==> src/rtl/mcts_pkg.sv <==
`default_nettype none

package mcts_pkg;

  localparam int unsigned DATA_W = 32;
  localparam int unsigned CH_W = 3;
  localparam int unsigned DIV_STEPS = 32;
  localparam int unsigned CNT_W = $clog2(DIV_STEPS);

  localparam logic [DATA_W-1:0] TICKS_RESET = 32'd2880000000;

  localparam logic OP_START = 1'b0;
  localparam logic OP_EDGE = 1'b1;

  typedef struct packed {
    logic accept;
    logic div_load;
    logic div_step;
    logic out_load;
  } cmd_t;

  typedef struct packed {
    logic completes;
  } stat_t;

endpackage

`default_nettype wire

==> src/rtl/multi_channel_tach_speed_meter.sv <==
// start and first-edge transactions leave the input ready for the next transaction
// a completing edge holds the input through the 32-step shared divider and the output load
// the output register lets new transactions in while a result waits to be taken
// reset (rst, synchronous): all channels idle, output empty, ticks_per_half_minute 2880000000
`default_nettype none

module multi_channel_tach_speed_meter #(
  parameter int CHANNELS = 8
) (
  input  wire logic                         clk,
  input  wire logic                         rst,
  input  wire logic                         cfg_write,
  input  wire logic [mcts_pkg::DATA_W-1:0]  cfg_data,
  input  wire logic                         in_valid,
  output logic                              in_ready,
  input  wire logic                         operation,
  input  wire logic [mcts_pkg::CH_W-1:0]    channel,
  input  wire logic [mcts_pkg::DATA_W-1:0]  timestamp,
  output logic                              out_valid,
  input  wire logic                         out_ready,
  output logic [mcts_pkg::CH_W-1:0]         result_channel,
  output logic [mcts_pkg::DATA_W-1:0]       speed
);

  mcts_pkg::cmd_t cmd;
  mcts_pkg::stat_t stat;

  mcts_ctrl u_ctrl (
    .clk       (clk),
    .rst       (rst),
    .in_valid  (in_valid),
    .in_ready  (in_ready),
    .out_valid (out_valid),
    .out_ready (out_ready),
    .stat      (stat),
    .cmd       (cmd)
  );

  mcts_dp #(
    .CHANNELS (CHANNELS)
  ) u_dp (
    .clk            (clk),
    .rst            (rst),
    .cfg_write      (cfg_write),
    .cfg_data       (cfg_data),
    .operation      (operation),
    .channel        (channel),
    .timestamp      (timestamp),
    .cmd            (cmd),
    .stat           (stat),
    .result_channel (result_channel),
    .speed          (speed)
  );

endmodule

`default_nettype wire

==> src/rtl/mcts_ctrl.sv <==
`default_nettype none

module mcts_ctrl (
  input  wire logic          clk,
  input  wire logic          rst,
  input  wire logic          in_valid,
  output logic               in_ready,
  output logic               out_valid,
  input  wire logic          out_ready,
  input  wire mcts_pkg::stat_t stat,
  output mcts_pkg::cmd_t     cmd
);

  localparam logic [1:0] S_IDLE = 2'd0;
  localparam logic [1:0] S_DIV = 2'd1;
  localparam logic [1:0] S_FIN = 2'd2;

  logic [1:0] state;
  logic [1:0] state_next;
  logic [mcts_pkg::CNT_W-1:0] cnt;
  logic [mcts_pkg::CNT_W-1:0] cnt_next;
  logic out_free;
  logic last_step;

  assign in_ready = (state == S_IDLE);
  assign out_free = !out_valid || out_ready;
  assign last_step = (cnt == mcts_pkg::CNT_W'(mcts_pkg::DIV_STEPS - 1));

  always_comb begin
    state_next = state;
    cnt_next = cnt;
    cmd = '0;
    cmd.accept = in_valid && in_ready;
    unique case (state)
      S_IDLE: begin
        if (in_valid && stat.completes) begin
          cmd.div_load = 1'b1;
          cnt_next = '0;
          state_next = S_DIV;
        end
      end
      S_DIV: begin
        cmd.div_step = 1'b1;
        cnt_next = cnt + 1'b1;
        if (last_step) begin
          state_next = S_FIN;
        end
      end
      S_FIN: begin
        if (out_free) begin
          cmd.out_load = 1'b1;
          state_next = S_IDLE;
        end
      end
      default: begin
        state_next = S_IDLE;
      end
    endcase
  end

  always_ff @(posedge clk) begin
    if (rst) begin
      state <= S_IDLE;
      cnt <= '0;
      out_valid <= 1'b0;
    end else begin
      state <= state_next;
      cnt <= cnt_next;
      if (cmd.out_load) begin
        out_valid <= 1'b1;
      end else if (out_ready) begin
        out_valid <= 1'b0;
      end
    end
  end

`ifndef SYNTH
  a_step_end: assert property (@(posedge clk) disable iff (rst)
    (state == S_DIV && last_step) |=> (state == S_FIN))
    else $error("divider did not finish after last step");

  a_div_begin: assert property (@(posedge clk) disable iff (rst)
    (in_valid && in_ready && stat.completes) |=> (state == S_DIV && cnt == '0))
    else $error("completing edge did not start division");

  a_fin_hold: assert property (@(posedge clk) disable iff (rst)
    (state == S_FIN && out_valid && !out_ready) |=> (state == S_FIN && out_valid))
    else $error("result dropped while output stalled");
`endif

endmodule

`default_nettype wire

==> src/rtl/mcts_dp.sv <==
`default_nettype none

module mcts_dp #(
  parameter int CHANNELS = 8
) (
  input  wire logic                         clk,
  input  wire logic                         rst,
  input  wire logic                         cfg_write,
  input  wire logic [mcts_pkg::DATA_W-1:0]  cfg_data,
  input  wire logic                         operation,
  input  wire logic [mcts_pkg::CH_W-1:0]    channel,
  input  wire logic [mcts_pkg::DATA_W-1:0]  timestamp,
  input  wire mcts_pkg::cmd_t               cmd,
  output mcts_pkg::stat_t                   stat,
  output logic [mcts_pkg::CH_W-1:0]         result_channel,
  output logic [mcts_pkg::DATA_W-1:0]       speed
);

  localparam int IDX_W = (CHANNELS > 1) ? $clog2(CHANNELS) : 1;

  logic [mcts_pkg::DATA_W-1:0] ticks;
  logic [CHANNELS-1:0] armed;
  logic [CHANNELS-1:0] edge_pending;
  logic [mcts_pkg::DATA_W-1:0] first_edge_time [CHANNELS];

  logic [31:0] ch_ext;
  logic [IDX_W-1:0] idx;
  logic in_range;
  logic is_edge;
  logic hit;
  logic [mcts_pkg::DATA_W-1:0] diff;
  logic [mcts_pkg::DATA_W-1:0] divisor_next;

  logic [mcts_pkg::DATA_W-1:0] divisor;
  logic [mcts_pkg::DATA_W-1:0] rem;
  logic [mcts_pkg::DATA_W-1:0] quo;
  logic [mcts_pkg::CH_W-1:0] res_ch;
  logic [mcts_pkg::DATA_W:0] rem_sh;
  logic [mcts_pkg::DATA_W:0] trial;

  assign ch_ext = 32'(channel);
  assign idx = ch_ext[IDX_W-1:0];
  assign in_range = (ch_ext < 32'(CHANNELS));
  assign is_edge = (operation == mcts_pkg::OP_EDGE);
  assign hit = is_edge && in_range && armed[idx];
  assign stat.completes = hit && edge_pending[idx];

  assign diff = timestamp - first_edge_time[idx];
  assign divisor_next = (diff == '0) ? mcts_pkg::DATA_W'(1) : diff;

  // restoring divide, one quotient bit per step
  assign rem_sh = {rem, quo[mcts_pkg::DATA_W-1]};
  assign trial = rem_sh - {1'b0, divisor};

  always_ff @(posedge clk) begin
    if (rst) begin
      ticks <= mcts_pkg::TICKS_RESET;
    end else if (cfg_write) begin
      ticks <= cfg_data;
    end
  end

  always_ff @(posedge clk) begin
    if (rst) begin
      armed <= '0;
      edge_pending <= '0;
    end else if (cmd.accept) begin
      if (operation == mcts_pkg::OP_START) begin
        for (int i = 0; i < CHANNELS; i++) begin
          if (!armed[i]) begin
            armed[i] <= 1'b1;
            edge_pending[i] <= 1'b0;
          end
        end
      end else if (hit) begin
        if (edge_pending[idx]) begin
          armed[idx] <= 1'b0;
          edge_pending[idx] <= 1'b0;
        end else begin
          edge_pending[idx] <= 1'b1;
        end
      end
    end
  end

  always_ff @(posedge clk) begin
    if (cmd.accept && hit && !edge_pending[idx]) begin
      first_edge_time[idx] <= timestamp;
    end
  end

  always_ff @(posedge clk) begin
    if (cmd.div_load) begin
      divisor <= divisor_next;
      rem <= '0;
      quo <= ticks;
      res_ch <= channel;
    end else if (cmd.div_step) begin
      if (!trial[mcts_pkg::DATA_W]) begin
        rem <= trial[mcts_pkg::DATA_W-1:0];
        quo <= {quo[mcts_pkg::DATA_W-2:0], 1'b1};
      end else begin
        rem <= rem_sh[mcts_pkg::DATA_W-1:0];
        quo <= {quo[mcts_pkg::DATA_W-2:0], 1'b0};
      end
    end
  end

  always_ff @(posedge clk) begin
    if (cmd.out_load) begin
      speed <= quo;
      result_channel <= res_ch;
    end
  end

endmodule

`default_nettype wire

==> config.mk <==
export PLATFORM = sky130hd
export DESIGN_NAME = multi_channel_tach_speed_meter
export DESIGN_NICKNAME = d
export VERILOG_FILES = /design/src/rtl/mcts_pkg.sv /design/src/rtl/multi_channel_tach_speed_meter.sv /design/src/rtl/mcts_ctrl.sv /design/src/rtl/mcts_dp.sv
export SDC_FILE = /design/constraint.sdc
export NUM_CORES = 1
export LEC_CHECK = 0
export BUFFER_PORTS_ARGS = -buffer_cell sky130_fd_sc_hd__buf_2
export CAP_MARGIN = 20
export CORE_ASPECT_RATIO = 0.7
export CORE_UTILIZATION = 45
export CTS_CLUSTER_DIAMETER = 200
export DETAILED_ROUTE_END_ITERATION = 10
export GPL_ROUTABILITY_DRIVEN = 0
export HOLD_SLACK_MARGIN = 0.08
export MAX_ROUTING_LAYER = met4
export RECOVER_POWER = 50
export REMOVE_ABC_BUFFERS = 1
export SLEW_MARGIN = 20
export SYNTH_ARGS = -nofsm -noshare
export SYNTH_HDL_FRONTEND = slang
export SYNTH_SLANG_ARGS = --single-unit
==> constraint.sdc <==
create_clock -name clk -period 6.65 [get_ports clk]
set_input_delay 0.9975 -clock clk [delete_from_list [all_inputs] [get_ports clk]]
set_output_delay 0.9975 -clock clk [all_outputs]
set_load 0.05 [all_outputs]
=== Word-level counts from Yosys, hierarchy flattened ===
Memories as Yosys holds them, arrays and structs flattened.
Index checks and enable logic that the tools add are counted.

* Flip-flop bits (word level): 190
* Bits in writable memories: 256
* Input port bits: 73
* Output and inout bits: 37
* Word-level logic and storage cells: 112
* Memories: 1

{| class="wikitable"
|+ Memory list
! memory !! depth !! width !! read ports !! clocked after memory_dff !! write ports !! line !! source
|-
| u_dp.first_edge_time || 8 || 32 || 1 || 0 || 1 || mcts_dp.sv:24 || <nowiki>logic [mcts_pkg::DATA_W-1:0] first_edge_time [CHANNELS];</nowiki>
|}

* Add/sub/neg operators: 3
* $lt $le $gt $ge: 3
* Equal/unequal tests: 16
* Mux-type cells: 39
* Bitwise logic cells: 4
* Reductions and logical operators: 27

{| class="wikitable"
|+ Operator list
! kind !! count
|-
| $mux W32 || 3
|-
| $mux W8 || 6
|-
| $sub A33 B32 Y33 || 1
|-
| $logic_not A32 Y1 || 1
|-
| $sub A32 B32 Y32 || 1
|-
| $reduce_and A3 Y1 || 10
|-
| $mux W1 || 21
|-
| $ne A2 B2 Y1 const B || 9
|-
| $and A8 B8 Y8 || 2
|-
| $pmux W5 S2 || 1
|-
| $logic_and A1 B1 Y1 || 8
|-
| $lt A3 B4 Y1 const B || 2
|-
| $ne A2 B1 Y1 const B || 4
|-
| $not A8 Y8 || 1
|-
| $or A8 B8 Y8 || 1
|-
| $bmux W1 S3 || 2
|-
| $mux W2 || 3
|-
| $pmux W2 S3 || 1
|-
| $reduce_bool A2 Y1 || 3
|-
| $add A5 B1 Y5 const B || 1
|-
| $eq A5 B5 Y1 const B || 1
|-
| $mux W5 || 1
|-
| $demux W1 S3 || 1
|-
| $ge A3 B1 Y1 const B || 1
|-
| other kinds (6) || 7
|}

=== Depth between registers and ports, before layout ===
Gate-level depths: netlist of run 1.

* Word-level depth: 9
* Depth in mapped cells: 20
* Mapped depth without buffers: 17

=== Modules after synthesis ===
From an unflattened synthesis of run 1, not the netlist that was laid out.

* Cell total of the unflattened synthesis: 1657
* Area, all modules: 20652.3 µm²

{| class="wikitable"
|+ By module, submodules not included
! module !! times used !! cells each !! area an instance (µm²) !! seq. area each (µm²)
|-
| mcts_dp || 1 || 1612 || 20260.7 || 12351.8
|-
| mcts_ctrl || 1 || 45 || 391.6 || 160.2
|}

=== Worst setup path before layout of run 1 ===
OpenSTA, ideal clock, no wires.

* Path kind: input to register
* From: input channel[2] (netlist name)
* To: register u_dp.divisor[0] (netlist name) (data pin)
* Library setup time: 0.271 ns
* Arrival time: 5.213 ns
* Data required time: 6.379 ns
* Setup slack: 1.166 ns
* Stages on the path: 19
* Buffers on the path: 5
* Path through: clkbuf_1 clkbuf_1 nor3b_1 clkbuf_1 clkbuf_1 a22oi_1 and4_1 ha_1 buf_2 and4_1 o2111a_1 nor2_1 a2111oi_2 o2111ai_1 a21oi_1 o21ai_1 mux2i_1 a2111oi_2 o41ai_2

* Cells in the longest elaborated chain, start to end: 3

{| class="wikitable"
|+ RTL lines
! item !! line !! source
|-
| start, declared || multi_channel_tach_speed_meter.sv:17 || <nowiki>input wire logic [mcts_pkg::CH_W-1:0] channel,</nowiki>
|-
| $mem_v2 Z8 W32 (*) || -- ||
|-
| $sub A32 B32 Y32 (*) || mcts_dp.sv:48 || <nowiki>assign diff = timestamp - first_edge_time[idx];</nowiki>
|-
| $logic_not A32 Y1 || mcts_dp.sv:49 || <nowiki>assign divisor_next = (diff == '0) ? mcts_pkg::DATA_W'(1) : diff;</nowiki>
|-
| end signal, assigned || mcts_dp.sv:94 || <nowiki>divisor <= divisor_next;</nowiki>
|-
| end, declared || mcts_dp.sv:34 || <nowiki>logic [mcts_pkg::DATA_W-1:0] divisor;</nowiki>
|}

Mark *: on every way between the ends. The rest lies on a longest branch, timed or not.
A chain may end at the register's enable or synchronous reset.

=== Worst setup path in the final report of run 1 ===
Same ends and word-level chain as after synthesis.

==> impl_metrics.ini, run 1 <==
[outcome]
run_status = complete, but fails checks
violations = max-capacitance violations, max-slew violations

[sta]
hold_ws_ns = 0.419
finalHoldViolCount = 0
min_period_ns = 5.73
skew_ns = 0.0200
tightest_slew_ns = 3.34
tns_ns = 0
finalSetupViolCount = 0
grt_setup_unrepaired = no
period_share_pct = 86.2
relSlewSlack_pct = -123
slew_violations = 93
fmax_ghz = 0.174

[floorplan]
fp.dieW_um = 252
die_y_um = 177
io-pin-count = 110
die_area_mm2 = 0.0447
rows = 63
initial_core_util_pct = 46.1
fp.coreArea_mm2 = 0.0428

[synthesis]
syn_inst = 1530
syn_avg_cell_area_um2 = 12.9
synth_top_family_by_area = compound AO/OA/AOI/OAI gates
async_flop_share_pct = 0
ys.flop_type = edfxtp_1
synth_fa_ha_area_share_pct = 4.52
synth_common_cells = 358 x edfxtp_1, 155 x nand2_1, 103 x a22oi_1
synthXorXnorAreaFrac_pct = 2.31
yosysWarningCount = 0
seq_area_frac_synth_pct = 63.5
ys_ff_latch = 446
ys_types = 86
muxShareOfSynthArea_pct = 3.55
synth.top_cells.by_area = edfxtp_1 55%, dfxtp_1 8.9%, ha_1 4.3%, a22oi_1 3.9%, mux2i_1 3.1%
synth_largest_area_cell = edfxtp_1
synthSimpleGateAreaFrac_pct = 10.8
yosysTopAreaCellShare_pct = 54.5
syn_area_mm2 = 0.0197
synth.most_common_cell = edfxtp_1
synth-edff-count = 358
synth_compound_area_share_pct = 12.9

[route]
drtIter0Drc = 1238
ant_nets = 0
wirelength_um = 47500
vias_per_cell = 5.69
dr_wl_met2_um = 20300
wl_met1_um = 23900
drc = 0
wire_per_inst_um = 21.0
drt_first_pass_iters = 5
vias = 12900
dr.max_layer_used = met4
wl_met3_um = 2620

[final_layout]
layout.nets = 1787
drive_above_1_share_pct = 10.6
area_growth_pct = 13.4
fin_util_pct = 52.2

[worst_hold_path]
hold_depth = 0
hold_path_class = reg2reg

[placement]
dp_hpwl_um = 30900
io_buffers = 109

[global_routing]
grtUsageTotal_pct = 22.0
grt_max_degree = 70
grt_first_pass_wirelength_um = 73600
overflow = 0
grt_pass1_vias = 12400
antenna_found_initial = 3

[power]
irDropWorstVdd_v = 0.000227
powerDensity_mw_per_mm2 = 291
p_leak_nw = 8.12

[clocking]
postCtsHoldBufs = 0
post_cts_buffers = 0
cts_inserted_buffers = 45
cts_resized = 0
clkSlewWorstSetupHoldPaths_ns = 0.06
clkSinkCount = 446
h-tree-depth = 2
cts_root_buf = clkbuf_16
clock_latency_ns = 0.56
cts_tree = done
cts_buffer_depth = 3

[critical_path]
cpPeakStageDelay_ns = 0.83
cp_cell_sequence = clkbuf_1, nor3_4, buf_4, clkbuf_1, a22oi_1, and3_1, ha_1, and4_1, o2111a_1, nor2_1, a2111oi_2, o2111ai_1, a21oi_1, o21ai_1, mux2i_1, a2111oi_2, o41ai_2
setup.worst_path.end_class = register
r2r_slack_ns = 2.48
cp_num_buf_inv = 3
crit_family = compound AO/OA/AOI/OAI gates
critPathLaunchType = primary input
r2r_cells = 16
critPathKind = in2reg
critPathSlowestCell = clkbuf_1
path_depth = 17
crit_arrival_ns = 6.02
crit_fanout = 20
crit_required_ns = 6.94

[run]
max-cap-violations = 2
sequential cells by signal, indices dropped and copies added (netlist names):
register              count
u_ctrl.cnt                5
u_ctrl.out_valid          1
u_ctrl.state              2
u_dp.armed                8
u_dp.divisor             32
u_dp.edge_pending         8
u_dp.first_edge_time    256
u_dp.quo                 32
u_dp.rem                 32
u_dp.res_ch               3
u_dp.result_channel       3
u_dp.speed               32
u_dp.ticks               32
layout make-up:
type / count / area (um2)
Clock buffer: 55 / 1180
Tap cell: 585 / 732
Inverter: 46 / 173
Antenna cell: 3 / 7.51
Clock inverter: 24 / 255
Multi-Input combinational cell: 967 / 6790
Fill cell: 3685 / 20500
Timing Repair Buffer: 138 / 694
Sequential cell: 446 / 12500
worst reg2reg max path, stage by stage, from the launching register on:
cell	delay (ns)
edfxtp_1	0.38
a22o_1	0.21
a221oi_1	0.22
and3_1	0.23
inv_1	0.07
fa_1	0.44
nor2b_1	0.16
o31a_1	0.18
o211a_1	0.24
o21ai_1	0.15
or4_1	0.52
nand3_2	0.15
a31oi_1	0.15
o21ai_1	0.21
xor2_1	0.10
or2_2	0.29
o41ai_2	0.27
path summary, 6_finish.rpt:
kind                                  to                        from
setup / recovery         u_dp.divisor[0]                  channel[2]
hold / removal    u_dp.result_channel[1]              u_dp.res_ch[1]
setup reg to reg         u_dp.divisor[0]  u_dp.first_edge_time[0][1]
hold reg to reg   u_dp.result_channel[1]              u_dp.res_ch[1]
cells in the final DEF, fill, tap and decap left out, types with 5 or more instances in the layout:
| cell | Yosys | final |
|---|---|---|
| a21oi_1 | 64 | 64 |
| xor2_1 | 17 | 17 |
| xnor2_1 | 35 | 35 |
| a22o_1 | 14 | 14 |
| a211o_1 | 11 | 11 |
| nand2b_1 | 13 | 13 |
| a21o_1 | 29 | 29 |
| clkinv_1 | 0 | 5 |
| or3_1 | 9 | 9 |
| and2_1 | 8 | 8 |
| a221oi_1 | 13 | 14 |
| inv_1 | 44 | 44 |
| o21ai_0 | 22 | 22 |
| clkinv_2 | 0 | 6 |
| nand4_1 | 9 | 9 |
| mux2i_1 | 61 | 61 |
| nor2_4 | 2 | 9 |
| a22oi_1 | 103 | 103 |
| nor2_1 | 70 | 61 |
| edfxtp_1 | 358 | 358 |
| and3_1 | 20 | 19 |
| nand3b_1 | 5 | 5 |
| clkbuf_16 | 0 | 45 |
| buf_4 | 0 | 24 |
| a211oi_1 | 5 | 5 |
| nand3_1 | 34 | 34 |
| nand2_1 | 155 | 155 |
| ha_1 | 68 | 68 |
| o21a_1 | 9 | 9 |
| o21ai_1 | 38 | 38 |
| clkbuf_1 | 54 | 83 |
| nor2b_1 | 27 | 26 |
| and4_1 | 18 | 18 |
| buf_2 | 7 | 37 |
| dfxtp_1 | 88 | 88 |
| nor3_1 | 21 | 21 |
| or2_2 | 7 | 8 |
metrics by stage:
step	setup WS [ns]	cells	cell area (um2)	power (W)
2_1_floorplan	0.475	1459	19400	0.00381
3_3_place_gp	0.971	2181	21000	0.00405
3_5_place_dp	0.898	2182	21000	0.00406
4_1_cts	1.46	2261	22500	0.00655
5_1_grt	0.545	2264	22300	0.00677
6_report	0.917	2264	22300	0.00651
metal layers:
layer	up-vias	GRT usage (%)
li1	6047	-
met1	6412	33.4
met2	374	30.8
met3	52	3.37
met4	0	4.77
met5	-	-
power breakdown:
part	leakage [nW]	internal, W	switching [W]
Combinational	3.47	0.000373	0.000522
Sequential	3.95	0.00308	0.0000392
Clock	0.698	0.00143	0.00107
cell families (layout without fill, tap and decap cells):
family	Yosys count	in the layout
AOI/OAI and AO/OA	358	358
DFF	446	446
other	0	3
xor gates and xnor gates	52	52
muxes	66	66
and+or+nand+nor	421	421
buffers and inverters	117	263
adders and majority gates	70	70
(Power assumes the default switching activity.)
==> run 2, diff against run 1 <==
--- a/config.mk
+++ b/config.mk
@@ -10,4 +10,5 @@
 export CORE_ASPECT_RATIO = 0.7
 export CORE_UTILIZATION = 45
+export CTS_BUF_LIST = sky130_fd_sc_hd__clkbuf_8 sky130_fd_sc_hd__clkbuf_16
 export CTS_CLUSTER_DIAMETER = 200
 export DETAILED_ROUTE_END_ITERATION = 10
==> constraint.sdc (replaced) <==
create_clock -name clk -period 6.65 [get_ports clk]
set_input_delay 0.9975 -clock clk [delete_from_list [all_inputs] [get_ports clk]]
set_output_delay 0.9975 -clock clk [all_outputs]
set_load 0.01 [all_outputs]
==> impl_metrics.ini, run 2 (synthesized netlist as in run 1, its figures left out) <==
[final_layout]
multi_input_area_mm2 = 0.00679
top_register = u_dp.first_edge_time
largest_reg_flops = 256
final_common_cell = edfxtp_1
area_growth_pct = 13.4
layout.nets = 1787
fin_cells = 2264
drive_above_1_share_pct = 10.6
fin_area_mm2 = 0.0223
regArea_mm2 = 0.0125
nFillCells = 3685
layout_common_cells = 358 x edfxtp_1, 155 x nand2_1, 103 x a22oi_1

[global_routing]
overflow = 0
grtUsageTotal_pct = 22.0
grt_first_pass_wirelength_um = 73600
antenna_found_initial = 3
grt_max_degree = 70
grt_pass1_vias = 12400

[power]
p_leak_nw = 8.15
netSwitchingPower_w = 0.00163
power_frac_comb_pct = 13.8
p_sw_share_pct = 25.1
cell_internal_pwr_w = 0.00487
pwr-share-clk_pct = 38.3
seq_power_share_pct = 48.0
irDropWorstVdd_v = 0.000227
powerDensity_mw_per_mm2 = 291

[route]
drt_first_pass_iters = 7
wire_per_inst_um = 21.0
ant_nets = 0
drc = 0
vias_per_cell = 5.67
drtIter0Drc = 1219
vias = 12800
wirelength_um = 47500

[clocking]
clkSinkCount = 446
cts_tree = done
post_cts_buffers = 0
clkSlewWorstSetupHoldPaths_ns = 0.06
cts_root_buf = clkbuf_16
postCtsHoldBufs = 0
cts_inserted_buffers = 45
clock_latency_ns = 0.56
cts_resized = 0
cts_buffer_depth = 3
h-tree-depth = 2

[sta]
tns_ns = 0
grt_setup_unrepaired = no
finalHoldViolCount = 0
skew_ns = 0.0222
hold_ws_ns = 0.418
tightest_slew_ns = 3.34
fmax_ghz = 0.175
min_period_ns = 5.73
period_share_pct = 86.1
finalSetupViolCount = 0
relSlewSlack_pct = -123
slew_violations = 93

[critical_path]
crit_arrival_ns = 6.02
critPathLaunchType = primary input
crit_path_start = channel[2]
reg2reg_from = u_dp.first_edge_time[0][1]
cpPeakStageDelay_ns = 0.82
critPathKind = in2reg
r2r_slack_ns = 2.45
setup.worst_path.end_class = register
cp_num_buf_inv = 3
critPathSlowestCell = clkbuf_1
crit_fanout = 20
crit_family = compound AO/OA/AOI/OAI gates
crit_required_ns = 6.94
cp_cell_sequence = clkbuf_1, nor3_4, buf_4, clkbuf_1, a22oi_1, and3_1, ha_1, and4_1, o2111a_1, nor2_1, a2111oi_2, o2111ai_1, a21oi_1, o21ai_1, mux2i_1, a2111oi_2, o41ai_2

[worst_hold_path]
hold_path_class = reg2reg
hold_start = u_dp.res_ch[1]

[placement]
placed_area_mm2 = 0.0210
dp_hpwl_um = 30900
place_inst = 2182
io_buffers = 109

[floorplan]
die_area_mm2 = 0.0447
io-pin-count = 110
fp.coreArea_mm2 = 0.0428
die_y_um = 177
rows = 63
fp.dieW_um = 252
initial_core_util_pct = 46.1

[run]
max-cap-violations = 2

[outcome]
run_status = complete, but fails checks
violations = max-capacitance violations, max-slew violations
-- run 2: cell types whose count changed in the layout (fill, tap and decap cells not counted) --
cell      delta
clkbuf_1     -8
inv_1        +8
-- run 2: final cells by class --
class	instances	share of cell area [%]
timing repair buffer	138	3.11
antenna	3	0.0336
clock buffer	47	5.16
tap	585	3.28
sequential	446	56.0
inverter	46	0.773
multi-input combinational	967	30.4
clock inverter	32	1.28
-- run 2: path summary, 6_finish.rpt --
path,endpoint,cells past startpoint
min reg2reg,u_dp.result_channel[1],0
max reg2reg,u_dp.divisor[0],16
max,u_dp.divisor[0],17
min,u_dp.result_channel[1],0
-- run 2: through the flow --
step / power (W) / setup slack [ns] / util (%)
2_1_floorplan: 0.00381 / 0.475 / -
3_3_place_gp: 0.00405 / 0.971 / 49.0
3_5_place_dp: 0.00406 / 0.898 / 49.1
4_1_cts: 0.00654 / 1.46 / 52.5
5_1_grt: 0.00676 / 0.545 / 52.2
6_report: 0.00650 / 0.923 / 52.2
-- run 2: worst register-to-register path: stages (launching register included) --
cell      delay, ns
edfxtp_1       0.38
a22o_1         0.21
a221oi_1       0.23
and3_1         0.24
inv_1          0.07
fa_1           0.44
nor2b_1        0.16
o31a_1         0.19
o211a_1        0.24
o21ai_1        0.14
or4_1          0.52
nand3_2        0.15
a31oi_1        0.16
o21ai_1        0.22
xor2_1         0.10
or2_2          0.29
o41ai_2        0.27
-- run 2: metal layers --
metal  up-vias  routed length, um  track usage (%)
met2       320              20300             30.8
met1      6429              24000             33.4
li1       6046                  -                -
met5         -                  0                -
met4         0                683             4.77
met3        50               2540             3.37
-- run 2: power by group through the flow --
stage	clock network, W	registers [W]	logic (W)
final	0.00249	0.00312	0.000895
after global routing	0.00265	0.00312	0.000991
after floorplan	0	0.00317	0.000643
after detailed placement	0	0.00317	0.000888
after global placement	0	0.00317	0.000876
after CTS	0.00253	0.00312	0.000893
